### config.mk
export PLATFORM = sky130hd
export DESIGN_NAME = first_fit_heap_allocator_core
export DESIGN_NICKNAME = d
export VERILOG_FILES = /design/src/design/ffha_pkg.sv /design/src/design/ffha_ram.sv /design/src/design/ffha_seq.sv /design/src/design/first_fit_heap_allocator_core.sv
export VERILOG_INCLUDE_DIRS = /design/src /design/src/design
export SDC_FILE = /design/constraint.sdc
export NUM_CORES = 2
export LEC_CHECK = 0
export BUFFER_PORTS_ARGS = -buffer_cell sky130_fd_sc_hd__buf_2
export CAP_MARGIN = 40
export CORE_ASPECT_RATIO = 1.1
export CORE_MARGIN = 5
export CORE_UTILIZATION = 55
export DETAILED_ROUTE_END_ITERATION = 10
export HOLD_SLACK_MARGIN = 0.05
export PLACE_DENSITY = 0.76
export SYNTH_ARGS = -nofsm -noshare
export SYNTH_HDL_FRONTEND = slang
export SYNTH_SLANG_ARGS = --single-unit
### constraint.sdc
create_clock -name i_clk -period 7.7 [get_ports i_clk]
set_input_delay 0.385 -clock i_clk [delete_from_list [all_inputs] [get_ports i_clk]]
set_output_delay 0.385 -clock i_clk [all_outputs]
set_load 0.05 [all_outputs]
### src/design/first_fit_heap_allocator_core_macros.svh
// Assertion macros for the first-fit heap allocator core
`ifndef FIRST_FIT_HEAP_ALLOCATOR_CORE_MACROS_SVH
`define FIRST_FIT_HEAP_ALLOCATOR_CORE_MACROS_SVH

// same-cycle implication, disabled while in reset
`define FFHA_ASSERT_NOW(label, ante, cons) \
    label: assert property (@(posedge i_clk) disable iff (!i_rst_n) (ante) |-> (cons)) \
        else $error("ffha assertion failed");

// next-cycle implication, disabled while in reset
`define FFHA_ASSERT_NEXT(label, ante, cons) \
    label: assert property (@(posedge i_clk) disable iff (!i_rst_n) (ante) |=> (cons)) \
        else $error("ffha assertion failed");

`endif

### src/design/ffha_pkg.sv
// Types, constants and helper functions for the first-fit heap allocator
`default_nettype none

package ffha_pkg;

    localparam int MAX_BLOCKS   = 64;
    localparam int IDX_W        = $clog2(MAX_BLOCKS);
    localparam int CNT_W        = $clog2(MAX_BLOCKS + 1);
    localparam int ADDR_W       = 22;
    localparam int SUM_W        = ADDR_W + 2;
    localparam int HEADER_BYTES = 8;
    localparam int HEAP_LIMIT   = 4063232;
    localparam int HEAP_GAP     = 4096;
    localparam int TAIL_PAD     = 4;
    localparam int IMAGE_END_RST = 1048576;

    localparam logic [ADDR_W-1:0] ADDR_MAX = {ADDR_W{1'b1}};

    localparam logic KIND_ALLOC = 1'b0;
    localparam logic KIND_FREE  = 1'b1;

    localparam logic [2:0] ST_OK         = 3'd0;
    localparam logic [2:0] ST_ZERO_SIZE  = 3'd1;
    localparam logic [2:0] ST_NO_MEM     = 3'd2;
    localparam logic [2:0] ST_TABLE_FULL = 3'd3;
    localparam logic [2:0] ST_NOT_FOUND  = 3'd4;

    typedef struct packed {
        logic              kind;
        logic [ADDR_W-1:0] size;
        logic [ADDR_W-1:0] address;
    } t_req;

    typedef struct packed {
        logic [ADDR_W-1:0] address_res;
        logic [2:0]        status;
        logic [ADDR_W-1:0] used_bytes;
    } t_res;

    // one block record as held in the record memory
    typedef struct packed {
        logic [ADDR_W-1:0] start;
        logic [ADDR_W-1:0] size;
        logic              in_use;
    } t_rec;

    localparam int REC_W = $bits(t_rec);

    // heap base for a given kernel end, clamped to the heap end
    function automatic logic [ADDR_W-1:0] heap_start(input logic [ADDR_W-1:0] kend);
        logic [ADDR_W:0] s;
        s = {1'b0, kend} + (ADDR_W + 1)'(HEAP_GAP);
        return (s > (ADDR_W + 1)'(HEAP_LIMIT)) ? ADDR_W'(HEAP_LIMIT) : s[ADDR_W-1:0];
    endfunction

    // saturating add onto the used count
    function automatic logic [ADDR_W-1:0] used_add(input logic [ADDR_W-1:0] used,
                                                   input logic [SUM_W-1:0]  n);
        logic [SUM_W-1:0] s;
        s = {2'b00, used} + n;
        return (s > {2'b00, ADDR_MAX}) ? ADDR_MAX : s[ADDR_W-1:0];
    endfunction

endpackage

`default_nettype wire

### src/design/ffha_ram.sv
// Generic single-write, single-read RAM with registered read data
`default_nettype none

module ffha_ram #(
    parameter int WIDTH = 8,
    parameter int DEPTH = 16
) (
    input  wire logic                     i_clk,
    input  wire logic                     i_we,
    input  wire logic [$clog2(DEPTH)-1:0] i_waddr,
    input  wire logic [WIDTH-1:0]         i_wdata,
    input  wire logic                     i_re,
    input  wire logic [$clog2(DEPTH)-1:0] i_raddr,
    output logic      [WIDTH-1:0]         o_rdata
);

    logic [WIDTH-1:0] r_mem [DEPTH];

    always_ff @(posedge i_clk) begin
        if (i_we) begin
            r_mem[i_waddr] <= i_wdata;
        end
        if (i_re) begin
            o_rdata <= r_mem[i_raddr];
        end
    end

endmodule

`default_nettype wire

### src/design/ffha_seq.sv
// Record walk sequencer: owns the record memory, block count, bump pointer and used count
`default_nettype none

module ffha_seq (
    input  wire logic                       i_clk,
    input  wire logic                       i_rst_n,
    input  wire logic                       i_start,
    input  var  ffha_pkg::t_req             i_req,
    input  wire logic                       i_init,
    input  wire logic [ffha_pkg::ADDR_W-1:0] i_heap_start,
    input  wire logic                       i_res_take,
    output logic                            o_idle,
    output logic                            o_res_valid,
    output ffha_pkg::t_res                  o_res
);

    typedef enum logic [3:0] {
        S_IDLE   = 4'b0001,
        S_WALK   = 4'b0010,
        S_APPEND = 4'b0100,
        S_RESP   = 4'b1000
    } t_state;

    t_state                          r_state, n_state;
    ffha_pkg::t_req                  r_req, n_req;
    ffha_pkg::t_res                  r_res, n_res;
    logic [ffha_pkg::CNT_W-1:0]      r_count, n_count;
    logic [ffha_pkg::ADDR_W-1:0]     r_bump, n_bump;
    logic [ffha_pkg::ADDR_W-1:0]     r_used, n_used;
    logic [ffha_pkg::CNT_W-1:0]      r_rd_idx, n_rd_idx;
    logic                            r_chk_vld, n_chk_vld;
    logic [ffha_pkg::IDX_W-1:0]      r_chk_idx, n_chk_idx;

    logic                            w_we, w_re;
    logic [ffha_pkg::IDX_W-1:0]      w_waddr;
    ffha_pkg::t_rec                  w_wdata, w_rec;
    logic [ffha_pkg::REC_W-1:0]      w_rdata;

    logic                            w_fit, w_match, w_hit;
    logic [ffha_pkg::ADDR_W-1:0]     w_used_reuse, w_used_free, w_used_app;
    logic [ffha_pkg::ADDR_W:0]       w_drop;
    logic [ffha_pkg::SUM_W-1:0]      w_end, w_next_bump;
    logic                            w_oom;

    ffha_ram #(
        .WIDTH (ffha_pkg::REC_W),
        .DEPTH (ffha_pkg::MAX_BLOCKS)
    ) u_rec_ram (
        .i_clk   (i_clk),
        .i_we    (w_we),
        .i_waddr (w_waddr),
        .i_wdata (w_wdata),
        .i_re    (w_re),
        .i_raddr (r_rd_idx[ffha_pkg::IDX_W-1:0]),
        .o_rdata (w_rdata)
    );

    assign w_rec = ffha_pkg::t_rec'(w_rdata);

    // record check on the data read in the previous cycle
    assign w_fit   = !w_rec.in_use && (w_rec.size >= r_req.size);
    assign w_match = ({1'b0, w_rec.start} + (ffha_pkg::ADDR_W + 1)'(ffha_pkg::HEADER_BYTES))
                     == {1'b0, r_req.address};
    assign w_hit   = r_chk_vld && ((r_req.kind == ffha_pkg::KIND_ALLOC) ? w_fit : w_match);

    assign w_used_reuse = ffha_pkg::used_add(r_used,
        {2'b00, r_req.size} + ffha_pkg::SUM_W'(ffha_pkg::HEADER_BYTES));
    assign w_drop      = {1'b0, w_rec.size} + (ffha_pkg::ADDR_W + 1)'(ffha_pkg::HEADER_BYTES);
    assign w_used_free = (w_drop >= {1'b0, r_used}) ? '0 : (r_used - w_drop[ffha_pkg::ADDR_W-1:0]);

    assign w_end = {2'b00, r_bump} + {2'b00, r_req.size}
                 + ffha_pkg::SUM_W'(ffha_pkg::HEADER_BYTES);
    assign w_oom = w_end >= ffha_pkg::SUM_W'(ffha_pkg::HEAP_LIMIT);
    assign w_next_bump = w_end + ffha_pkg::SUM_W'(ffha_pkg::TAIL_PAD);
    assign w_used_app  = ffha_pkg::used_add(r_used, {2'b00, r_req.size}
        + ffha_pkg::SUM_W'(ffha_pkg::HEADER_BYTES + ffha_pkg::TAIL_PAD));

    assign o_idle      = (r_state == S_IDLE);
    assign o_res_valid = (r_state == S_RESP);
    assign o_res       = r_res;

    always_comb begin
        n_state   = r_state;
        n_req     = r_req;
        n_res     = r_res;
        n_count   = r_count;
        n_bump    = r_bump;
        n_used    = r_used;
        n_rd_idx  = r_rd_idx;
        n_chk_vld = r_chk_vld;
        n_chk_idx = r_chk_idx;
        w_we      = 1'b0;
        w_re      = 1'b0;
        w_waddr   = r_chk_idx;
        w_wdata   = w_rec;
        case (r_state)
            S_IDLE: begin
                if (i_init) begin
                    n_count = '0;
                    n_bump  = i_heap_start;
                    n_used  = '0;
                end
                if (i_start) begin
                    n_req = i_req;
                    if (i_req.kind == ffha_pkg::KIND_ALLOC && i_req.size == '0) begin
                        n_res   = '{address_res: '0, status: ffha_pkg::ST_ZERO_SIZE,
                                    used_bytes: r_used};
                        n_state = S_RESP;
                    end else begin
                        n_rd_idx  = '0;
                        n_chk_vld = 1'b0;
                        n_state   = S_WALK;
                    end
                end
            end
            S_WALK: begin
                n_chk_vld = 1'b0;
                if (w_hit) begin
                    w_we = 1'b1;
                    w_wdata.in_use = (r_req.kind == ffha_pkg::KIND_ALLOC);
                    if (r_req.kind == ffha_pkg::KIND_ALLOC) begin
                        n_used = w_used_reuse;
                        n_res  = '{address_res: w_rec.start
                                        + ffha_pkg::ADDR_W'(ffha_pkg::HEADER_BYTES),
                                   status: ffha_pkg::ST_OK, used_bytes: w_used_reuse};
                    end else begin
                        n_used = w_used_free;
                        n_res  = '{address_res: '0, status: ffha_pkg::ST_OK,
                                   used_bytes: w_used_free};
                    end
                    n_state = S_RESP;
                end else if (r_rd_idx < r_count) begin
                    // next record read overlaps the check of the current one
                    w_re      = 1'b1;
                    n_rd_idx  = r_rd_idx + ffha_pkg::CNT_W'(1);
                    n_chk_vld = 1'b1;
                    n_chk_idx = r_rd_idx[ffha_pkg::IDX_W-1:0];
                end else if (!r_chk_vld) begin
                    n_state = S_APPEND;
                end
            end
            S_APPEND: begin
                n_state = S_RESP;
                if (r_req.kind == ffha_pkg::KIND_FREE) begin
                    n_res = '{address_res: '0, status: ffha_pkg::ST_NOT_FOUND,
                              used_bytes: r_used};
                end else if (w_oom) begin
                    n_res = '{address_res: '0, status: ffha_pkg::ST_NO_MEM,
                              used_bytes: r_used};
                end else if (r_count >= ffha_pkg::CNT_W'(ffha_pkg::MAX_BLOCKS)) begin
                    n_res = '{address_res: '0, status: ffha_pkg::ST_TABLE_FULL,
                              used_bytes: r_used};
                end else begin
                    w_we    = 1'b1;
                    w_waddr = r_count[ffha_pkg::IDX_W-1:0];
                    w_wdata = '{start: r_bump, size: r_req.size, in_use: 1'b1};
                    n_count = r_count + ffha_pkg::CNT_W'(1);
                    n_bump  = (w_next_bump > {2'b00, ffha_pkg::ADDR_MAX}) ? ffha_pkg::ADDR_MAX
                                                   : w_next_bump[ffha_pkg::ADDR_W-1:0];
                    n_used  = w_used_app;
                    n_res   = '{address_res: r_bump + ffha_pkg::ADDR_W'(ffha_pkg::HEADER_BYTES),
                                status: ffha_pkg::ST_OK, used_bytes: w_used_app};
                end
            end
            S_RESP: begin
                if (i_res_take) begin
                    n_state = S_IDLE;
                end
            end
            default: begin
                n_state = S_IDLE;
            end
        endcase
    end

    always_ff @(posedge i_clk) begin
        if (!i_rst_n) begin
            r_state   <= S_IDLE;
            r_count   <= '0;
            r_bump    <= ffha_pkg::heap_start(ffha_pkg::ADDR_W'(ffha_pkg::IMAGE_END_RST));
            r_used    <= '0;
            r_chk_vld <= 1'b0;
        end else begin
            r_state   <= n_state;
            r_count   <= n_count;
            r_bump    <= n_bump;
            r_used    <= n_used;
            r_chk_vld <= n_chk_vld;
        end
    end

    always_ff @(posedge i_clk) begin
        r_req     <= n_req;
        r_res     <= n_res;
        r_rd_idx  <= n_rd_idx;
        r_chk_idx <= n_chk_idx;
    end

endmodule

`default_nettype wire

### src/design/first_fit_heap_allocator_core.sv
// Top level of the first-fit heap allocator: handshakes, configuration and result register
//
// First-fit heap allocator. Each request item allocates (kind 0) or frees (kind 1) one block;
// every item gives exactly one result item. Block records live in a 64-entry record memory
// walked one record per cycle, the read of the next record overlapping the check of the
// current one. An item's walk ends on the first matching record or after the last record,
// so a record that matches early ends it sooner; a zero-size allocate skips the walk and
// goes straight to its result. The walk reads the records over the single read port of the
// record memory. One item is in work at a time; the next item can be taken the cycle after
// the result enters the output register, and while a stalled receiver holds that register
// the new result waits and the input stays stalled. The table is emptied by its fill count,
// so there is no clearing pass after reset. A write of the kernel image end re-initialises
// the heap; o_cfg_ready is high only while no item is in work, and a pending configuration
// write holds off the request input.
`default_nettype none
`include "first_fit_heap_allocator_core_macros.svh"

module first_fit_heap_allocator_core (
    input  wire logic                        i_clk,
    input  wire logic                        i_rst_n,
    input  wire logic                        i_in_valid,
    output logic                             o_in_stall,
    input  wire logic                        i_kind,
    input  wire logic [ffha_pkg::ADDR_W-1:0] i_size,
    input  wire logic [ffha_pkg::ADDR_W-1:0] i_address,
    output logic                             o_out_valid,
    input  wire logic                        i_out_stall,
    output logic      [ffha_pkg::ADDR_W-1:0] o_address_res,
    output logic      [2:0]                  o_status,
    output logic      [ffha_pkg::ADDR_W-1:0] o_used_bytes,
    input  wire logic                        i_cfg_valid,
    output logic                             o_cfg_ready,
    input  wire logic [ffha_pkg::ADDR_W-1:0] i_cfg_data
);

    logic            w_idle, w_res_valid, w_res_take, w_in_acc, w_cfg_wr;
    ffha_pkg::t_req  w_req;
    ffha_pkg::t_res  w_res;
    logic            r_out_vld, n_out_vld;
    ffha_pkg::t_res  r_out_res;

    assign o_cfg_ready = w_idle;
    assign w_cfg_wr    = i_cfg_valid && o_cfg_ready;

    // a pending configuration write goes ahead of any request
    assign o_in_stall = !w_idle || i_cfg_valid;
    assign w_in_acc   = i_in_valid && !o_in_stall;
    assign w_req      = '{kind: i_kind, size: i_size, address: i_address};

    // result register frees up either when empty or when drained this cycle
    assign w_res_take = w_res_valid && (!r_out_vld || !i_out_stall);
    assign n_out_vld  = w_res_take || (r_out_vld && i_out_stall);

    ffha_seq u_seq (
        .i_clk        (i_clk),
        .i_rst_n      (i_rst_n),
        .i_start      (w_in_acc),
        .i_req        (w_req),
        .i_init       (w_cfg_wr),
        .i_heap_start (ffha_pkg::heap_start(i_cfg_data)),
        .i_res_take   (w_res_take),
        .o_idle       (w_idle),
        .o_res_valid  (w_res_valid),
        .o_res        (w_res)
    );

    always_ff @(posedge i_clk) begin
        if (!i_rst_n) begin
            r_out_vld <= 1'b0;
        end else begin
            r_out_vld <= n_out_vld;
        end
    end

    always_ff @(posedge i_clk) begin
        if (w_res_take) begin
            r_out_res <= w_res;
        end
    end

    assign o_out_valid   = r_out_vld;
    assign o_address_res = r_out_res.address_res;
    assign o_status      = r_out_res.status;
    assign o_used_bytes  = r_out_res.used_bytes;

    `FFHA_ASSERT_NEXT(a_busy_after_accept, w_in_acc, o_in_stall)
    `FFHA_ASSERT_NOW(a_err_no_addr, o_out_valid && (o_status != ffha_pkg::ST_OK), o_address_res == '0)
    `FFHA_ASSERT_NEXT(a_res_held, w_res_valid && r_out_vld && i_out_stall, w_res_valid)

endmodule

`default_nettype wire

==> results.md <==
- DRC: 0
- Largest net degree at the start of global routing: 124
- Max-cap viol count: 0
- HPWL after DPL: 205,000 um
- Cell count after synthesis: 6,217
- Ratio of total power to cell area: 282 nW/um^2
- Worst r2r src: u_seq.r_req[22]$_DFFE_PP_
- Hold endpoint: u_seq.r_req[6]$_DFFE_PP_
- Status: finished clean
- Wire length per cell: 37.3 um
- Synthesized area per cell: 20.6 sq um
- Root Driver: clkbuf_16
- Layout cells sized above 1: 26.9%
- Post-Layout Cell Count: 9,997
- Main synth FF type: edfxtp_1
- Hold Crit Class: primary input to flip-flop
- R2R Setup Slk: 530 ps
- Initial Util: 55.4%
- Min Hold Slack: 112 ps
- Max FO, Critical Path: 42
- Relative slew slack: 27.5%
- Resized Gates After CTS: 0
- EDFF count, synth: 3,077
- CTS tree: yes
- I/O Pins: 122
- Commonest cells in the netlist: edfxtp_1 (3,077), mux4_2 (945), clkbuf_1 (201), nand2_1 (199), nor2_1 (197)
- Insertion delay to the later sink of the worst-skew pair: 980 ps
- H-tree depth: 5
- R2R depth: 17
- Worst Skew: 74.5 ps
- Fmax: 139 MHz
- Global placer's final weighted congestion: 0.919
- Setup Fix Bufs, Post-CTS: 0
- DRT iter0 DRCs: 11,200
- Antenna viol nets, final: 0
- Post-DR vias/cell: 7.00
- Leak: 46.1 nW
- Total Neg Setup Slack: 0 ps
- Global-route wire length before repair: 526,000 um
- DP Area: 135,000 sq um
- RR Endpoint: u_seq.u_rec_ram.r_mem[52][17]$_DFFE_PP_
- Count leader, synth: edfxtp_1
- Req. time, crit path: 8350 ps
- RSZ-0062 raised after global routing: false
- Top post-synthesis cells by area: edfxtp_1 (72%), mux4_2 (17%), ha_1 (1.5%), xnor2_1 (1.0%), dfxtp_1 (0.89%)
- Wirelength, routed: 373,000 um
- Nets@finish: 6,919
- Syn_nets: 6,441
- Slew @ Worst Pin: 1090 ps
- Worst vdd ir: 0.297 mV
- GRT overflow: 0
- Die H: 516 um
- Antenna violations before repair: 25
- Critical path type: flip-flop to flip-flop
- Num CTS Buffers: 308
- Max Transition Viols Final: 0
- Die X: 470 um
- GRT Util Overall: 30.6%
- Mapped cell area: 128,000 sq um
- Critical Path AT: 7820 ps
- Final min period: 7170 ps
- Hold Startpoint: i_cfg_valid
- Clock slew at reported path FFs: 60 ps
- Hold-fix buffers, CTS: 78
- Startpoint Class: flip-flop
- CTS sink count: 3,134
- Seq cells post-synth: 3,134
- Yosys top cell area share: 72.2%
- WHS Path Cells: 4
- CP endpoint kind: flip-flop
- Post-synth top area cell: edfxtp_1
- Final setup violation count: 0
- Dpl cells: 9,391
- Port bufs: 121
- Filler Cells Inserted: 14,600
- Vias in the first global route: 69,500
- CTS max path bufs: 4
- Crit share post-route: 93.1%
- Register area: 93,500 sq um
- Async S/R FF share, synth: 0%
- Final hold viol count: 0
- Via Count: 70,000
- Yosys cell types: 90
- Core ar.: 231,000 sq um
- Die area: 242,000 sq um
- Yosys warns: 0
- DRT Pass-1 Iters: 6
- Row count: 185
- Final Cell Area: 145,000 sq um
- Layout area overhead: 13.5%
- Multi-input logic area: 33,800 sq um
- Post-synthesis sequential area ratio: 73.1%
-- metrics by stage --
step	power (mW)	worst slack [ps]	util (%)
after floorplan	24.3	-522	-
after global placement	26.3	823	58.2
after detailed placement	26.4	803	58.4
after CTS	41.0	796	62.8
after global routing	42.3	255	62.8
final	41.0	530	62.8
-- placed cells by master, fill, tap and decap left out, drive strengths merged, types with 35 or more instances in the layout --
| cell type | instances |
|---|---|
| clkinv | 100 |
| buf | 379 |
| a211oi | 39 |
| nand2 | 200 |
| and3 | 35 |
| dfxtp | 57 |
| ha | 149 |
| a21oi | 152 |
| a21o | 52 |
| o21ai | 127 |
| edfxtp | 3077 |
| xor2 | 59 |
| dlygate4sd3 | 78 |
| nor2 | 197 |
| nand3 | 68 |
| inv | 127 |
| nor3 | 69 |
| xnor2 | 146 |
| clkbuf | 388 |
| mux4 | 945 |
-- worst max-delay path, cell delays in order (launching register included) --
cell      delay, ps
edfxtp_1        420
ha_1            240
inv_1            80
fa_1            410
nand2b_1        180
a21o_1          290
a21oi_1         260
a311oi_1        150
xnor2_1         540
nand4_1         500
or2_1           440
or4_1           560
and2_1          310
nor3_4          570
buf_4           710
nand2_1         210
o21ai_4         330
buf_4           530
-- cells by family (layout without fill, tap and decap cells) --
| logic type | after synthesis | after routing | share of synthesized area (%) |
|---|---|---|---|
| XOR/XNOR | 208 | 208 | 1.46 |
| multiplexers | 956 | 956 | 16.7 |
| adder cells (fa/ha/maj) | 154 | 154 | 1.52 |
| AO/OA/AOI/OAI | 592 | 592 | 3.07 |
| flip-flops | 3134 | 3134 | 73.1 |
| buffers and inverters | 413 | 1103 | 1.24 |
| AND/OR/NAND/NOR | 760 | 760 | 2.91 |
| other | 0 | 5 | 0 |
-- state kept, by name, summed over array words and instances, names as in the netlist, 22 cells and up --
name	cells
u_seq.o_res	47
u_seq.u_rec_ram.r_mem	2880
u_seq.r_bump	22
o_address_res	22
u_seq.r_used	22
u_seq.r_req	45
u_seq.u_rec_ram.o_rdata	45
o_used_bytes	22
-- final cells by class --
cell class              count  area share, %
diodes                      5        0.00861
clock buffers             388           5.66
flip-flops and latches   3134           64.4
inverters                 123          0.318
repair buffers            458           2.78
clock inverters           134          0.871
well taps                3085           2.66
multi-input cells        2670           23.3
-- worst max path at each step --
stage	end	slack (ps)	start
final	u_seq.u_rec_ram.r_mem[52][17]$_DFFE_PP_	530	u_seq.r_req[22]$_DFFE_PP_
after global routing	u_seq.u_rec_ram.r_mem[52][17]$_DFFE_PP_	250	u_seq.r_bump[8]$_SDFFE_PN0P_
after CTS	u_seq.u_rec_ram.r_mem[2][40]$_DFFE_PP_	800	u_seq.r_req[22]$_DFFE_PP_
after detailed placement	u_seq.u_rec_ram.r_mem[34][17]$_DFFE_PP_	800	u_seq.r_req[22]$_DFFE_PP_
after global placement	u_seq.u_rec_ram.r_mem[50][11]$_DFFE_PP_	820	u_seq.r_req[22]$_DFFE_PP_
after floorplan	u_seq.u_rec_ram.r_mem[32][0]$_DFFE_PP_	-520	u_seq.r_req[22]$_DFFE_PP_
-- layer usage --
metal | vias to the layer above | part of all wire (%) | track usage (%) | wire length [um]
met5 | - | 0.062 | 0.236 | 233
met4 | 26 | 6.0 | 15.4 | 22500
met3 | 1090 | 12 | 7.88 | 44800
met2 | 5794 | 48 | 49.2 | 180000
met1 | 36100 | 34 | 39.3 | 126000
li1 | 26900 | - | - | -
-- power breakdown --
part / leakage [nW] / total (mW) / internal [mW] / switching (mW)
Clock: 4.63 / 14.6 / 8.34 / 6.30
Combinational: 13.4 / 7.25 / 3.11 / 4.14
Sequential: 28.2 / 19.1 / 18.8 / 0.288
Power figures use the tool's default switching activity.
